File: src/design/assert_macros.svh
// Assertion macros shared by the encoder and button event decoder modules.
// Included by every file that carries concurrent assertions; no other dependencies.
`ifndef ASSERT_MACROS_SVH
`define ASSERT_MACROS_SVH
`ifndef SYNTHESIS
// Property checked at every clock edge outside reset.
`define EABD_ASSERT(lbl, clk, rst_n, prop) \
  lbl: assert property (@(posedge clk) disable iff (!rst_n) (prop)) \
    else $error("assertion failed");
// Antecedent in one cycle implies the consequent in the next.
`define EABD_ASSERT_NEXT(lbl, clk, rst_n, ante, cons) \
  lbl: assert property (@(posedge clk) disable iff (!rst_n) (ante) |=> (cons)) \
    else $error("assertion failed");
`else
`define EABD_ASSERT(lbl, clk, rst_n, prop)
`define EABD_ASSERT_NEXT(lbl, clk, rst_n, ante, cons)
`endif
`endif

File: src/design/eabd_pkg.sv
// Package for the encoder and button event decoder: sizes, codes, queue item type
// and the quadrature state table. Used by every module of the block; depends on nothing.
`timescale 1ns / 1ps
package eabd_pkg;

  // Sizes of the block.
  localparam int unsigned PENDING_BITS = 16;
  localparam int unsigned BUTTON_COUNT = 3;
  localparam int unsigned PIN_COUNT    = 3;
  localparam int unsigned QUEUE_DEPTH  = 2;

  localparam int unsigned TIME_BITS      = 32;
  localparam int unsigned CFG_DATA_BITS  = 16;
  localparam int unsigned CFG_INDEX_BITS = 8;
  localparam int unsigned IN_DATA_BITS   = 40;
  localparam int unsigned OUT_DATA_BITS  = 8;
  localparam int unsigned EVENT_BITS     = 3;

  // Bit positions in the input tdata.
  localparam int unsigned IN_ENC_A_BIT  = 0;
  localparam int unsigned IN_ENC_B_BIT  = 1;
  localparam int unsigned IN_SWITCH_BIT = 2;
  localparam int unsigned IN_BUTTON_LSB = 3;
  localparam int unsigned IN_NOW_LSB    = 6;

  // Configuration register indexes and reset values.
  localparam logic [CFG_INDEX_BITS-1:0] CFG_DEBOUNCE   = CFG_INDEX_BITS'(0);
  localparam logic [CFG_INDEX_BITS-1:0] CFG_LONG_PRESS = CFG_INDEX_BITS'(1);
  localparam logic [CFG_DATA_BITS-1:0]  DEBOUNCE_RESET   = CFG_DATA_BITS'(30);
  localparam logic [CFG_DATA_BITS-1:0]  LONG_PRESS_RESET = CFG_DATA_BITS'(600);

  // Saturation limits of the signed pending detent count.
  localparam logic signed [PENDING_BITS-1:0] PEND_MAX = {1'b0, {(PENDING_BITS-1){1'b1}}};
  localparam logic signed [PENDING_BITS-1:0] PEND_MIN = {1'b1, {(PENDING_BITS-1){1'b0}}};

  // Event codes; buttons take consecutive codes from EVT_BUTTON1 upwards.
  typedef enum logic [EVENT_BITS-1:0] {
    EVT_NONE    = 3'd0,
    EVT_CW      = 3'd1,
    EVT_CCW     = 3'd2,
    EVT_LONG    = 3'd3,
    EVT_SHORT   = 3'd4,
    EVT_BUTTON1 = 3'd5
  } event_e;

  // Full-step quadrature table: low three bits hold the next state, the upper
  // bits flag a completed clockwise or counter-clockwise detent.
  localparam logic [7:0] QSTATE_MASK = 8'h07;
  localparam logic [7:0] DETENT_CW   = 8'h10;
  localparam logic [7:0] DETENT_CCW  = 8'h20;
  localparam int unsigned QUAD_STATES = 7;

  localparam logic [7:0] QUAD_TABLE [QUAD_STATES][4] = '{
    '{8'h00, 8'h02, 8'h04, 8'h00},
    '{8'h03, 8'h00, 8'h01, 8'h00 | DETENT_CW},
    '{8'h03, 8'h02, 8'h00, 8'h00},
    '{8'h03, 8'h02, 8'h01, 8'h00},
    '{8'h06, 8'h00, 8'h04, 8'h00},
    '{8'h06, 8'h05, 8'h00, 8'h00 | DETENT_CCW},
    '{8'h06, 8'h05, 8'h04, 8'h00}
  };

  // An item as it passes from the front part to the back part.
  typedef struct packed {
    logic [EVENT_BITS-1:0] event_code;  // rotation event, or none
    logic                  switch_pin;
    logic [PIN_COUNT-1:0]  button_pins;
    logic [TIME_BITS-1:0]  now_ms;
  } entry_t;

endpackage

File: src/design/eabd_front.sv
// Front part: accepts samples, runs the quadrature machine and the pending
// detent count, and tags each item with its rotation event. Depends on eabd_pkg.
`timescale 1ns / 1ps
`include "assert_macros.svh"
module eabd_front (
  input  logic                                clk_i,
  input  logic                                rst_ni,
  input  logic                                in_valid_i,
  output logic                                in_ready_o,
  input  logic [eabd_pkg::IN_DATA_BITS-1:0]   in_data_i,
  output logic                                push_valid_o,
  input  logic                                push_ready_i,
  output eabd_pkg::entry_t                    push_entry_o
);
  import eabd_pkg::*;

  logic [2:0]                     quad_q, quad_d;
  logic signed [PENDING_BITS-1:0] pending_q, pending_d, pending_det;
  logic [2:0]                     quad_row;
  logic [1:0]                     quad_pins;
  logic [7:0]                     quad_entry;
  logic                           in_fire;
  logic [EVENT_BITS-1:0]          rot_event;

  assign in_ready_o   = push_ready_i;
  assign push_valid_o = in_valid_i;
  assign in_fire      = in_valid_i & push_ready_i;

  // Quadrature table lookup; the unused state code falls back to the start row.
  assign quad_row   = (quad_q == 3'(QUAD_STATES)) ? 3'd0 : quad_q;
  assign quad_pins  = {in_data_i[IN_ENC_A_BIT], in_data_i[IN_ENC_B_BIT]};
  assign quad_entry = QUAD_TABLE[quad_row][quad_pins];
  assign quad_d     = 3'(quad_entry & QSTATE_MASK);

  // Add a completed detent with saturation, then move one step toward zero.
  always_comb begin
    pending_det = pending_q;
    if ((quad_entry & DETENT_CW) != 8'h00) begin
      if (pending_q != PEND_MAX) pending_det = pending_q + PENDING_BITS'(1);
    end else if ((quad_entry & DETENT_CCW) != 8'h00) begin
      if (pending_q != PEND_MIN) pending_det = pending_q - PENDING_BITS'(1);
    end
    pending_d = pending_det;
    rot_event = EVT_NONE;
    if (pending_det[PENDING_BITS-1]) begin
      pending_d = pending_det + PENDING_BITS'(1);
      rot_event = EVT_CCW;
    end else if (pending_det != '0) begin
      pending_d = pending_det - PENDING_BITS'(1);
      rot_event = EVT_CW;
    end
  end

  always_comb begin
    push_entry_o.event_code  = rot_event;
    push_entry_o.switch_pin  = in_data_i[IN_SWITCH_BIT];
    push_entry_o.button_pins = in_data_i[IN_BUTTON_LSB +: PIN_COUNT];
    push_entry_o.now_ms      = in_data_i[IN_NOW_LSB +: TIME_BITS];
  end

  // Encoder state advances only on accepted items.
  always_ff @(posedge clk_i or negedge rst_ni) begin
    if (!rst_ni) begin
      quad_q    <= 3'd0;
      pending_q <= '0;
    end else if (in_fire) begin
      quad_q    <= quad_d;
      pending_q <= pending_d;
    end
  end

  // An item without a rotation event leaves no detents pending.
  `EABD_ASSERT_NEXT(a_idle_drains, clk_i, rst_ni, in_fire && (rot_event == EVT_NONE), pending_q == '0)

endmodule

File: src/design/eabd_queue.sv
// Short queue between the front and back parts of the event decoder.
// Holds QUEUE_DEPTH items in flip-flops; depends on eabd_pkg.
`timescale 1ns / 1ps
`include "assert_macros.svh"
module eabd_queue (
  input  logic             clk_i,
  input  logic             rst_ni,
  input  logic             push_valid_i,
  output logic             push_ready_o,
  input  eabd_pkg::entry_t push_entry_i,
  output logic             pop_valid_o,
  input  logic             pop_ready_i,
  output eabd_pkg::entry_t pop_entry_o
);
  import eabd_pkg::*;

  localparam int unsigned PtrBits = (QUEUE_DEPTH > 1) ? $clog2(QUEUE_DEPTH) : 1;
  localparam int unsigned CntBits = $clog2(QUEUE_DEPTH + 1);

  entry_t               mem_q [QUEUE_DEPTH];
  logic [PtrBits-1:0]   wr_ptr_q, rd_ptr_q;
  logic [CntBits-1:0]   count_q;
  logic                 push, pop;

  assign push_ready_o = (count_q != CntBits'(QUEUE_DEPTH));
  assign pop_valid_o  = (count_q != '0);
  assign push         = push_valid_i & push_ready_o;
  assign pop          = pop_valid_o & pop_ready_i;
  assign pop_entry_o  = mem_q[rd_ptr_q];

  // Pointers wrap naturally as the depth is a power of two.
  always_ff @(posedge clk_i or negedge rst_ni) begin
    if (!rst_ni) begin
      wr_ptr_q <= '0;
      rd_ptr_q <= '0;
      count_q  <= '0;
    end else begin
      if (push) wr_ptr_q <= wr_ptr_q + PtrBits'(1);
      if (pop)  rd_ptr_q <= rd_ptr_q + PtrBits'(1);
      if (push && !pop)      count_q <= count_q + CntBits'(1);
      else if (pop && !push) count_q <= count_q - CntBits'(1);
    end
  end

  // Item storage.
  always_ff @(posedge clk_i) begin
    if (push) mem_q[wr_ptr_q] <= push_entry_i;
  end

  `EABD_ASSERT_NEXT(a_fill_count, clk_i, rst_ni, push && !pop, count_q == $past(count_q) + CntBits'(1))

endmodule

File: src/design/eabd_back.sv
// Back part: switch long and short press detection, debounced button scan and
// the output register. Depends on eabd_pkg and the configuration values.
`timescale 1ns / 1ps
`include "assert_macros.svh"
module eabd_back (
  input  logic                               clk_i,
  input  logic                               rst_ni,
  input  logic [eabd_pkg::CFG_DATA_BITS-1:0] debounce_ms_i,
  input  logic [eabd_pkg::CFG_DATA_BITS-1:0] long_press_ms_i,
  input  logic                               pop_valid_i,
  output logic                               pop_ready_o,
  input  eabd_pkg::entry_t                   pop_entry_i,
  output logic                               out_valid_o,
  input  logic                               out_ready_i,
  output logic [eabd_pkg::EVENT_BITS-1:0]    out_event_o
);
  import eabd_pkg::*;

  logic                  switch_down_q, switch_down_d;
  logic [TIME_BITS-1:0]  switch_time_q, switch_time_d;
  logic                  long_fired_q, long_fired_d;
  logic                  button_down_q [BUTTON_COUNT];
  logic                  button_down_d [BUTTON_COUNT];
  logic [TIME_BITS-1:0]  button_time_q [BUTTON_COUNT];
  logic [TIME_BITS-1:0]  button_time_d [BUTTON_COUNT];
  logic                  out_valid_q;
  logic [EVENT_BITS-1:0] out_event_q, event_d;
  logic                  pop, sw_held, found, pressed, settled;
  logic [TIME_BITS-1:0]  sw_elapsed, now, debounce_ext, long_ext;

  assign pop_ready_o  = ~out_valid_q | out_ready_i;
  assign pop          = pop_valid_i & pop_ready_o;
  assign now          = pop_entry_i.now_ms;
  assign sw_held      = ~pop_entry_i.switch_pin;
  assign debounce_ext = TIME_BITS'(debounce_ms_i);
  assign long_ext     = TIME_BITS'(long_press_ms_i);

  // Event choice: rotation first, then the switch, then buttons in order.
  always_comb begin
    switch_down_d = switch_down_q;
    switch_time_d = switch_time_q;
    long_fired_d  = long_fired_q;
    button_down_d = button_down_q;
    button_time_d = button_time_q;
    event_d       = EVT_NONE;
    found         = 1'b0;
    sw_elapsed    = '0;
    pressed       = 1'b0;
    settled       = 1'b0;
    if (pop_entry_i.event_code != EVT_NONE) begin
      event_d = pop_entry_i.event_code;
    end else begin
      if (sw_held && !switch_down_q) begin
        switch_down_d = 1'b1;
        switch_time_d = now;
        long_fired_d  = 1'b0;
      end
      sw_elapsed = now - switch_time_d;
      if (sw_held && !long_fired_d && (sw_elapsed >= long_ext)) begin
        long_fired_d = 1'b1;
        event_d      = EVT_LONG;
        found        = 1'b1;
      end else if (!sw_held && switch_down_q) begin
        switch_down_d = 1'b0;
        if (!long_fired_q && (sw_elapsed > debounce_ext)) begin
          event_d = EVT_SHORT;
          found   = 1'b1;
        end
      end
      for (int i = 0; i < BUTTON_COUNT; i++) begin
        if (i < PIN_COUNT) pressed = ~pop_entry_i.button_pins[2'(i)];
        else pressed = 1'b0;
        settled = (now - button_time_q[i]) > debounce_ext;
        if (!found && settled) begin
          if (pressed && !button_down_q[i]) begin
            button_down_d[i] = 1'b1;
            button_time_d[i] = now;
            event_d          = EVENT_BITS'(EVT_BUTTON1 + i);
            found            = 1'b1;
          end else if (!pressed && button_down_q[i]) begin
            button_down_d[i] = 1'b0;
            button_time_d[i] = now;
          end
        end
      end
    end
  end

  // Press state advances only on items taken from the queue.
  always_ff @(posedge clk_i or negedge rst_ni) begin
    if (!rst_ni) begin
      switch_down_q <= 1'b0;
      switch_time_q <= '0;
      long_fired_q  <= 1'b0;
      for (int i = 0; i < BUTTON_COUNT; i++) begin
        button_down_q[i] <= 1'b0;
        button_time_q[i] <= '0;
      end
    end else if (pop) begin
      switch_down_q <= switch_down_d;
      switch_time_q <= switch_time_d;
      long_fired_q  <= long_fired_d;
      button_down_q <= button_down_d;
      button_time_q <= button_time_d;
    end
  end

  // Output register: refilled whenever it is empty or being drained.
  always_ff @(posedge clk_i or negedge rst_ni) begin
    if (!rst_ni) begin
      out_valid_q <= 1'b0;
    end else if (pop_ready_o) begin
      out_valid_q <= pop;
    end
  end

  always_ff @(posedge clk_i) begin
    if (pop) out_event_q <= event_d;
  end

  assign out_valid_o = out_valid_q;
  assign out_event_o = out_event_q;

  `EABD_ASSERT_NEXT(a_long_held, clk_i, rst_ni, pop && (event_d == EVT_LONG), switch_down_q && long_fired_q)
  `EABD_ASSERT(a_short_release, clk_i, rst_ni, (pop && (event_d == EVT_SHORT)) |-> (switch_down_q && !long_fired_q))

endmodule

File: src/design/encoder_and_button_event_decoder_unit.sv
// Top level of the encoder and button event decoder: configuration registers,
// front part, item queue and back part. Depends on eabd_pkg and its submodules.
`timescale 1ns / 1ps
// Usage
// Each input item on the s_axis channel is one sample of the encoder A/B levels,
// the encoder switch, three buttons (low means pressed) and the millisecond time.
// Every item gives exactly one result item on the m_axis channel: a 3-bit event
// code (none, rotate cw, rotate ccw, long push, short push, button 1 to 3).
// The cfg channel writes debounce_ms (index 0) and long_press_ms (index 1); other
// indexes are ignored. It is always ready and should be written while idle.
// Throughput is one item per clock cycle while the receiver keeps up. An accepted
// item is first written into the queue, and the back part then loads its result
// into its output register, where it is held until it is taken.
// When the receiver stalls, the output register and the two-entry queue fill and
// s_axis_tready_o drops; no item is lost or repeated.
// After reset the quadrature machine is in its start state, all press state and
// time stamps are zero, and the configuration holds 30 ms and 600 ms. No
// clearing pass is needed: the block accepts items in the first cycle.
module encoder_and_button_event_decoder_unit (
  input  logic                                 clk_i,
  input  logic                                 rst_ni,
  // Fields from bit 0: enc_a, enc_b, switch_pin, button1_pin, button2_pin,
  // button3_pin, now_ms[31:0], zero fill.
  input  logic [eabd_pkg::IN_DATA_BITS-1:0]    s_axis_tdata_i,
  input  logic                                 s_axis_tvalid_i,
  output logic                                 s_axis_tready_o,
  // Fields from bit 0: event_code[2:0], zero fill.
  output logic [eabd_pkg::OUT_DATA_BITS-1:0]   m_axis_tdata_o,
  output logic                                 m_axis_tvalid_o,
  input  logic                                 m_axis_tready_i,
  input  logic                                 cfg_valid_i,
  output logic                                 cfg_ready_o,
  input  logic [eabd_pkg::CFG_INDEX_BITS-1:0]  cfg_index_i,
  input  logic [eabd_pkg::CFG_DATA_BITS-1:0]   cfg_data_i
);
  import eabd_pkg::*;

  logic [CFG_DATA_BITS-1:0] debounce_q, long_press_q;
  logic                     front_valid, front_ready, back_valid, back_ready;
  entry_t                   front_entry, back_entry;
  logic [EVENT_BITS-1:0]    out_event;

  // Configuration registers.
  assign cfg_ready_o = 1'b1;

  always_ff @(posedge clk_i or negedge rst_ni) begin
    if (!rst_ni) begin
      debounce_q   <= DEBOUNCE_RESET;
      long_press_q <= LONG_PRESS_RESET;
    end else if (cfg_valid_i) begin
      unique case (cfg_index_i)
        CFG_DEBOUNCE:   debounce_q   <= cfg_data_i;
        CFG_LONG_PRESS: long_press_q <= cfg_data_i;
        default: ;
      endcase
    end
  end

  eabd_front u_front (
    .clk_i        (clk_i),
    .rst_ni       (rst_ni),
    .in_valid_i   (s_axis_tvalid_i),
    .in_ready_o   (s_axis_tready_o),
    .in_data_i    (s_axis_tdata_i),
    .push_valid_o (front_valid),
    .push_ready_i (front_ready),
    .push_entry_o (front_entry)
  );

  eabd_queue u_queue (
    .clk_i        (clk_i),
    .rst_ni       (rst_ni),
    .push_valid_i (front_valid),
    .push_ready_o (front_ready),
    .push_entry_i (front_entry),
    .pop_valid_o  (back_valid),
    .pop_ready_i  (back_ready),
    .pop_entry_o  (back_entry)
  );

  eabd_back u_back (
    .clk_i           (clk_i),
    .rst_ni          (rst_ni),
    .debounce_ms_i   (debounce_q),
    .long_press_ms_i (long_press_q),
    .pop_valid_i     (back_valid),
    .pop_ready_o     (back_ready),
    .pop_entry_i     (back_entry),
    .out_valid_o     (m_axis_tvalid_o),
    .out_ready_i     (m_axis_tready_i),
    .out_event_o     (out_event)
  );

  assign m_axis_tdata_o = OUT_DATA_BITS'(out_event);

endmodule
File: config.mk
export PLATFORM = sky130hd
export DESIGN_NAME = encoder_and_button_event_decoder_unit
export DESIGN_NICKNAME = d
export VERILOG_FILES = /design/src/design/eabd_pkg.sv /design/src/design/eabd_front.sv /design/src/design/eabd_queue.sv /design/src/design/eabd_back.sv /design/src/design/encoder_and_button_event_decoder_unit.sv
export VERILOG_INCLUDE_DIRS = /design/src /design/src/design
export SDC_FILE = /design/constraint.sdc
export NUM_CORES = 1
export LEC_CHECK = 0
export CAP_MARGIN = 30
export CORE_MARGIN = 4
export CORE_UTILIZATION = 60
export CTS_BUF_LIST = sky130_fd_sc_hd__clkbuf_8
export CTS_CLUSTER_SIZE = 16
export DETAILED_ROUTE_END_ITERATION = 10
export DONT_BUFFER_PORTS = 1
export PLACE_DENSITY_LB_ADDON = 0.08
export SLEW_MARGIN = 20
export SYNTH_ARGS = -nofsm -noshare
export SYNTH_HDL_FRONTEND = slang
export SYNTH_SLANG_ARGS = --single-unit
File: constraint.sdc
create_clock -name clk_i -period 14.3 [get_ports clk_i]
set_input_delay 2.86 -clock clk_i [delete_from_list [all_inputs] [get_ports clk_i]]
set_output_delay 2.86 -clock clk_i [all_outputs]
set_load 0.01 [all_outputs]
# Yosys cells after proc, flatten, opt, wreduce, memory -nomap -nowiden
# Memories as Yosys holds them, arrays and structs flattened.
# Index checks and enable logic that the tools add are counted.
classes:
  n_reduce_logical: 36
  muxes: 51
  bitwise: 10
  eq_ne: 5
  addsub: 11
  magnitude_cmp: 6
ops:
  columns: ["cell", "count"]
  rows:
  - ["$mux W32", 8]
  - ["$gt A32 B16 Y1", 3]
  - ["$mux W16", 6]
  - ["$sub A32 B32 Y32", 3]
  - ["$add A16 B2 Y16 const B", 2]
  - ["$ge A32 B16 Y1", 1]
  - ["$ne A16 B16 Y1 const B", 2]
  - ["$sub A16 B2 Y16 const B", 2]
  - ["$mux W3", 10]
  - ["$mux W1", 22]
  - ["$bmux W8 S2", 1]
  - ["$reduce_bool A16 Y1", 1]
  - ["$logic_and A1 B1 Y1", 13]
  - ["$mux W6", 2]
  - ["$logic_not A1 Y1", 11]
  - ["$eq A8 B1 Y1 const B", 1]
  - ["$logic_not A8 Y1", 1]
  - ["$reduce_and A4 Y1", 2]
  - ["$reduce_bool A2 Y1", 4]
  - ["$reduce_and A2 Y1", 3]
  - ["$not A1 Y1", 5]
  - ["$ge A4 B4 Y1 const B", 1]
  - ["$mux W2", 2]
  - ["$not A3 Y4", 1]
  - ["10 further kinds", 12]
word_totals:
  ram_bits: 78
  output_inout_bits: 11
  register_bits: 159
  in_bits: 69
  mem_count: 2
  word_cells: 137
  mem_bits_ro: 256
mem_list:
  columns: ["name", "depth", "word_bits", "read_ports", "rd_ports_with_merged_regs", "wr", "line_no", "rtl"]
  rows:
  - ["(name not given)", 8, 32, 1, 0, 0, "eabd_front.sv:32", "assign quad_entry = QUAD_TABLE[quad_row][quad_pins];"]
  - ["u_queue.mem_q", 2, 39, 1, 0, 1, "eabd_queue.sv:20", "entry_t mem_q [QUEUE_DEPTH];"]

# Logic depth before layout (Yosys ltp)
# An unclocked memory read counts as a cell.
depth:
  depth_word: 20
  ltp_mapped: 31
  mapped_depth_nobuf: 26

# Hierarchy
# Synthesis repeated with hierarchy kept, for this count alone.
hier_totals:
  hier_cells: 2006
  area_unflattened_um2: 18843.1
modules_own_cells:
  columns: ["mod", "seq_area_each_um2", "area_per_inst_um2", "cells_each", "n_inst"]
  rows:
  - ["eabd_back", 2617.5, 11466.0, 1381, 1]
  - ["eabd_queue", 2442.3, 3032.9, 139, 1]
  - ["eabd_front", 475.5, 3002.9, 406, 1]
  - ["encoder_and_button_event_decoder_unit", 810.8, 1341.3, 80, 1]

# Least setup slack after synthesis
# OpenSTA, ideal clock, no wires.
synth_timing:
  path_type: "flip-flop to flip-flop"
  start: "register u_queue.rd_ptr_q"
  end: "register u_back.button_time_q[59] (netlist name)"
  synth_period_minus_slack_ns: 6.620
  path_stages_with_launch: 31
  arrival_ns: 6.492
  required_time_ns: 14.172
  setup_slack_ns: 7.680
  n_path_buf: 6
  setup_time_ns: 0.128
  path_cell_list: "dfrtp_1 -> buf_6 -> buf_6 -> clkbuf_1 -> buf_1 -> mux2i_1 -> inv_1 -> ha_1 -> nor2b_1 -> o31a_1 -> o21a_1 -> o31ai_1 -> nand2b_1 -> a21o_1 -> a21boi_0 -> o21bai_1 -> a21oi_1 -> xnor2_1 -> ha_1 -> nand3_1 -> nand2_1 -> a21o_1 -> a311o_1 -> a2111oi_0 -> nand4_1 -> nor4_1 -> a31oi_1 -> and4b_1 -> buf_4 -> buf_6 -> mux2_1"
synth_rtl:
  columns: ["element", "line_no", "rtl"]
  rows:
  - ["start, declared", "eabd_queue.sv:21", "logic [PtrBits-1:0] wr_ptr_q, rd_ptr_q;"]
  - ["start signal, assigned", "eabd_queue.sv:39", "if (pop) rd_ptr_q <= rd_ptr_q + PtrBits'(1);"]
  - ["end signal, assigned", "eabd_back.sv:104", "button_time_q <= button_time_d;"]
  - ["end, declared", "eabd_back.sv:24", "logic [TIME_BITS-1:0] button_time_q [BUTTON_COUNT];"]

==> results.md <==
- The number of top-level pins is 80.
- Counting instances, the worst hold path has a depth of 1.
- Counting tap cells, the placed design contains a total of 2204 instances.
- The average routed wire per standard cell is approximately 18 um.
- Averaged over all synthesized cells, the footprint is approximately 9.4 um^2.
- The proportion of synthesized flip-flops having asynchronous set or reset is 0.670.
- The final total negative setup slack is 0 ps.
- Data on the critical path is required at its endpoint by between 10000 and 15000 ps.
- Buffers inserted to repair hold after CTS numbered 0.
- The clock-pin slew on the worst setup and hold paths is 50 ps.
- The critical path goes through buf_4, mux2i_1, inv_1, ha_1, nor2b_1, o31a_1, o21a_1, nor3_1, o21a_1, o21ai_0, xor2_1, ha_1, nand3_1, nor4_1, a221oi_1, o21ai_0, a211oi_1, nand4_1, nor4_1, a41oi_1, a31oi_1, and4b_2, buf_16, mux2_1.
- Entering global routing, the biggest net connects between 150 and 200 pins.
- The net count of the finished layout is 2096.
- STA classifies the critical path startpoint as a register.
- The maximum clock path buffer count is 3.
- The final count of hold timing violations is 0.
- The sequential area share after synthesis is 0.352.
- For this run, the number of Yosys warnings is 0.
- In the final layout, the share of cells above drive strength 1 is 0.0974.
- The detailed router finished its first iteration with 746 violations.
- The largest family of logic cells by synthesized area is compound AO/OA/AOI/OAI gates.
- Clock skew on the completed layout was measured at just under 40 ps.
- The number of enable-type register cells in the synthesized netlist is 77.
- The die width is between 150 and 200 um.
- The HPWL reported at the end of detailed placement is around 32000 um.
- The critical path endpoint category is a register.
- After synthesis the netlist holds a flip-flop and latch count of ~230.
- After synthesis, the share of cell area in mux cells is 0.116.
- Setup repair after global routing left no endpoint under its margin.
- Among all flip-flop cells after synthesis, the most frequent one is sky130_fd_sc_hd__dfrtp_1.
- The number of cells on the worst reg-to-reg path is 24.
- The total clock buffers created by CTS is 42.
- Dividing the detail-routed via count by the number of cells gives 6.10.
- The count of pins over their slew limit is 0.
- The min-delay analysis places its worst path in the category reg2reg.
- Yosys instantiated no cell more often than sky130_fd_sc_hd__ha_1.
- Row generation in the floorplan step produced 62 rows.
- Of the total synthesized cell area, the portion taken by AND, OR, NAND and NOR gates is 0.136.
- The count of nets left with antenna violations once routing finished came out at 0.
- Subtracting the final worst setup slack from the clock period gives 8010 ps.
- The tool flagged a number of max-cap violations equal to 0.
- The fraction of post-synthesis cell area in the top cell type by area is 0.209.
- The number of global-route vias before repair is between 10000 and 15000.
- For this run, the total global-route usage over all layers was measured as 0.255.
- The number of antenna diodes in the final layout is 0.
- The unique cell type count in the Yosys netlist is 93.
- The area growth from synthesis to layout is 6.47%.
- After synthesis the cells add up to around 18000 um^2.
- The maximum net fanout on the critical path is 42.
- Once the clock tree was built, the setup fixing pass inserted 0 buffers.
- The worst setup path is of the reg2reg kind.
- Of the available clock period, the critical path in the final layout requires 0.560.
- The floorplan step defined a core boundary enclosing between 20000 and 30000 um^2.
- The tree is rooted in a sky130_fd_sc_hd__clkbuf_8.
- By area the synthesized netlist is led by sky130_fd_sc_hd__dfrtp_1 (21%), sky130_fd_sc_hd__edfxtp_1 (13%), sky130_fd_sc_hd__ha_1 (11%).
- The global-route wire length before repair is a little under 70000 um.
- Clock latency on the worst-skew pair, taken at its later pin, is around 600 ps.
- The complex-gate fraction of the synthesized area was 0.182.
- From bottom edge to top edge, the die measures 180 um.
- Derived from the worst setup path, the maximum achievable clock frequency is around 120 MHz.
- The xor/xnor share of the synthesized area is 0.0470.
- The finished cells cover 18800 um^2.
- The longest individual stage delay on the worst path is 750 ps.
- The initial utilization of the core area, before any placement, comes to 0.612.
- The adder-cell share of the synthesized area is 0.117.
- The highest-delay cell along the critical path is sky130_fd_sc_hd__and4b_2.
- For this block, the via count after detailed routing is ~14000.
- The flow ran to the end, and the final reports show no timing, DRC or antenna violations.
- The worst pin sits at a relative slew slack of 0.413.
- The die covers approximately 32000 um^2.
- The total clock sinks is approximately 230.
- Gates resized during post-CTS repair numbered 0.
- After detailed routing, the total wire length is 41800 um.
- sky130_fd_sc_hd__dfrtp_1 takes more of the synthesized area than any other cell.
- For the worst setup path, the data arrival time is 8440 ps.
- At the end of routability-driven placement, the weighted congestion stood at between 0.9 and 1.
- Setup violations remaining at the end of the flow were counted as 0.
- The CTS tree is yes.
- The transition time at the pin with the least slew margin is around 870 ps.
- In the synthesized netlist, the number of instances is 1878.
- In the synthesized netlist, the cells that appear most often are sky130_fd_sc_hd__ha_1 (159), sky130_fd_sc_hd__a21oi_1 (158), sky130_fd_sc_hd__nand2_1 (150).
- In the routed design, unresolved DRC markers number 0.
- The first detailed-routing pass took 5 iterations.
- The filler-free cell count of the finished design is approximately 2300.
- The count of port buffers added during placement is 0.
- The initial antenna violation count is 0.
- In this run the cell area measured after placement is around 18000 um^2.
- The H-tree level count is 2.
- Global routing finished with a remaining overflow of 0.
[cells in the final DEF, fill, tap and decap left out, types with 47 or more instances in the layout]
| cell | instances |
|---|---|
| sky130_fd_sc_hd__ha_1 | 159 |
| sky130_fd_sc_hd__a21oi_1 | 158 |
| sky130_fd_sc_hd__clkbuf_8 | 51 |
| sky130_fd_sc_hd__nand2_1 | 150 |
| sky130_fd_sc_hd__edfxtp_1 | 77 |
| sky130_fd_sc_hd__mux2_2 | 77 |
| sky130_fd_sc_hd__nor2_1 | 114 |
| sky130_fd_sc_hd__o21ai_0 | 106 |
| sky130_fd_sc_hd__xnor2_1 | 62 |
| sky130_fd_sc_hd__mux2_1 | 47 |
| sky130_fd_sc_hd__dfrtp_1 | 147 |
| sky130_fd_sc_hd__mux2i_1 | 56 |
| sky130_fd_sc_hd__inv_1 | 155 |
[per-layer routing]
| metal | vias to the layer above | part of all wire | wire (um) | GRT usage |
|---|---|---|---|---|
| met5 | - | 0 | 0 | 0 |
| met4 | 0 | 0.017 | 698 | 0.0628 |
| met3 | 66 | 0.056 | 2360 | 0.0469 |
| met2 | 327 | 0.46 | 19100 | 0.414 |
| met1 | 6679 | 0.47 | 19700 | 0.355 |
| li1 | 6858 | - | - | - |
[path summary, 6_finish.rpt]
check / start / slack [ps] / endpoint
min reg2reg: u_back.button_time_q[50]$_DFFE_PN0P_ / 480 / u_back.button_time_q[50]$_DFFE_PN0P_
min in group asynchronous: rst_ni / 1970 / debounce_q[8]$_DFFE_PN0P_
max: u_queue.rd_ptr_q$_DFFE_PN0P_ / 6290 / u_back.button_time_q[54]$_DFFE_PN0P_
min: u_back.button_time_q[50]$_DFFE_PN0P_ / 480 / u_back.button_time_q[50]$_DFFE_PN0P_
max in group asynchronous: rst_ni / 12140 / u_queue.rd_ptr_q$_DFFE_PN0P_
max reg2reg: u_queue.rd_ptr_q$_DFFE_PN0P_ / 6290 / u_back.button_time_q[54]$_DFFE_PN0P_
[worst max-delay path, delay by kind of cell (launching register included)]
family,cells,cell delay (ps)
AOI/OAI and AO/OA,9,2710
and+or+nand+nor,7,1930
buffers and inverters,3,1090
muxes,2,960
adders and majority gates,2,640
DFF,1,330
xor gates and xnor gates,1,170
[registers in the layout, indices dropped and copies added, names as in the netlist, 2 cells and up]
register              flops
long_press_q             16
u_front.quad_q            3
u_front.pending_q        16
u_queue.count_q           2
u_back.button_down_q      2
u_back.button_time_q     64
u_back.switch_time_q     32
debounce_q               16
u_queue.mem_q            74
u_back.out_event_o        3
[final cells by class]
type                            instances  area [um^2]
Multi-Input combinational cell       1435        10600
Fill cell                            2446        10100
Sequential cell                       233         6230
Clock buffer                           51          702
Inverter                              142          533
Tap cell                              384          480
Clock inverter                         27          149
Timing Repair Buffer                   11          131
[through the flow]
step | utilization | hold slack (ps) | setup WS [ps]
3_5_place_dp | 0.621 | 475 | 6240
5_1_grt | 0.651 | 493 | 5680
6_report | 0.651 | 479 | 6290
4_1_cts | 0.650 | 486 | 6200
2_1_floorplan | - | 450 | 7680
3_3_place_gp | 0.619 | 464 | 6350
[cell families (layout without fill, tap and decap cells)]
logic type	Yosys count	after routing
AOI/OAI and AO/OA	496	496
and+or+nand+nor	490	490
DFF	233	233
buffers and inverters	214	231
muxes	184	184
adders and majority gates	164	164
xor gates and xnor gates	95	95
other	2	6
Power is not shown: default switching activity piles up to over one toggle a cycle in this logic, so the estimate is an artifact.
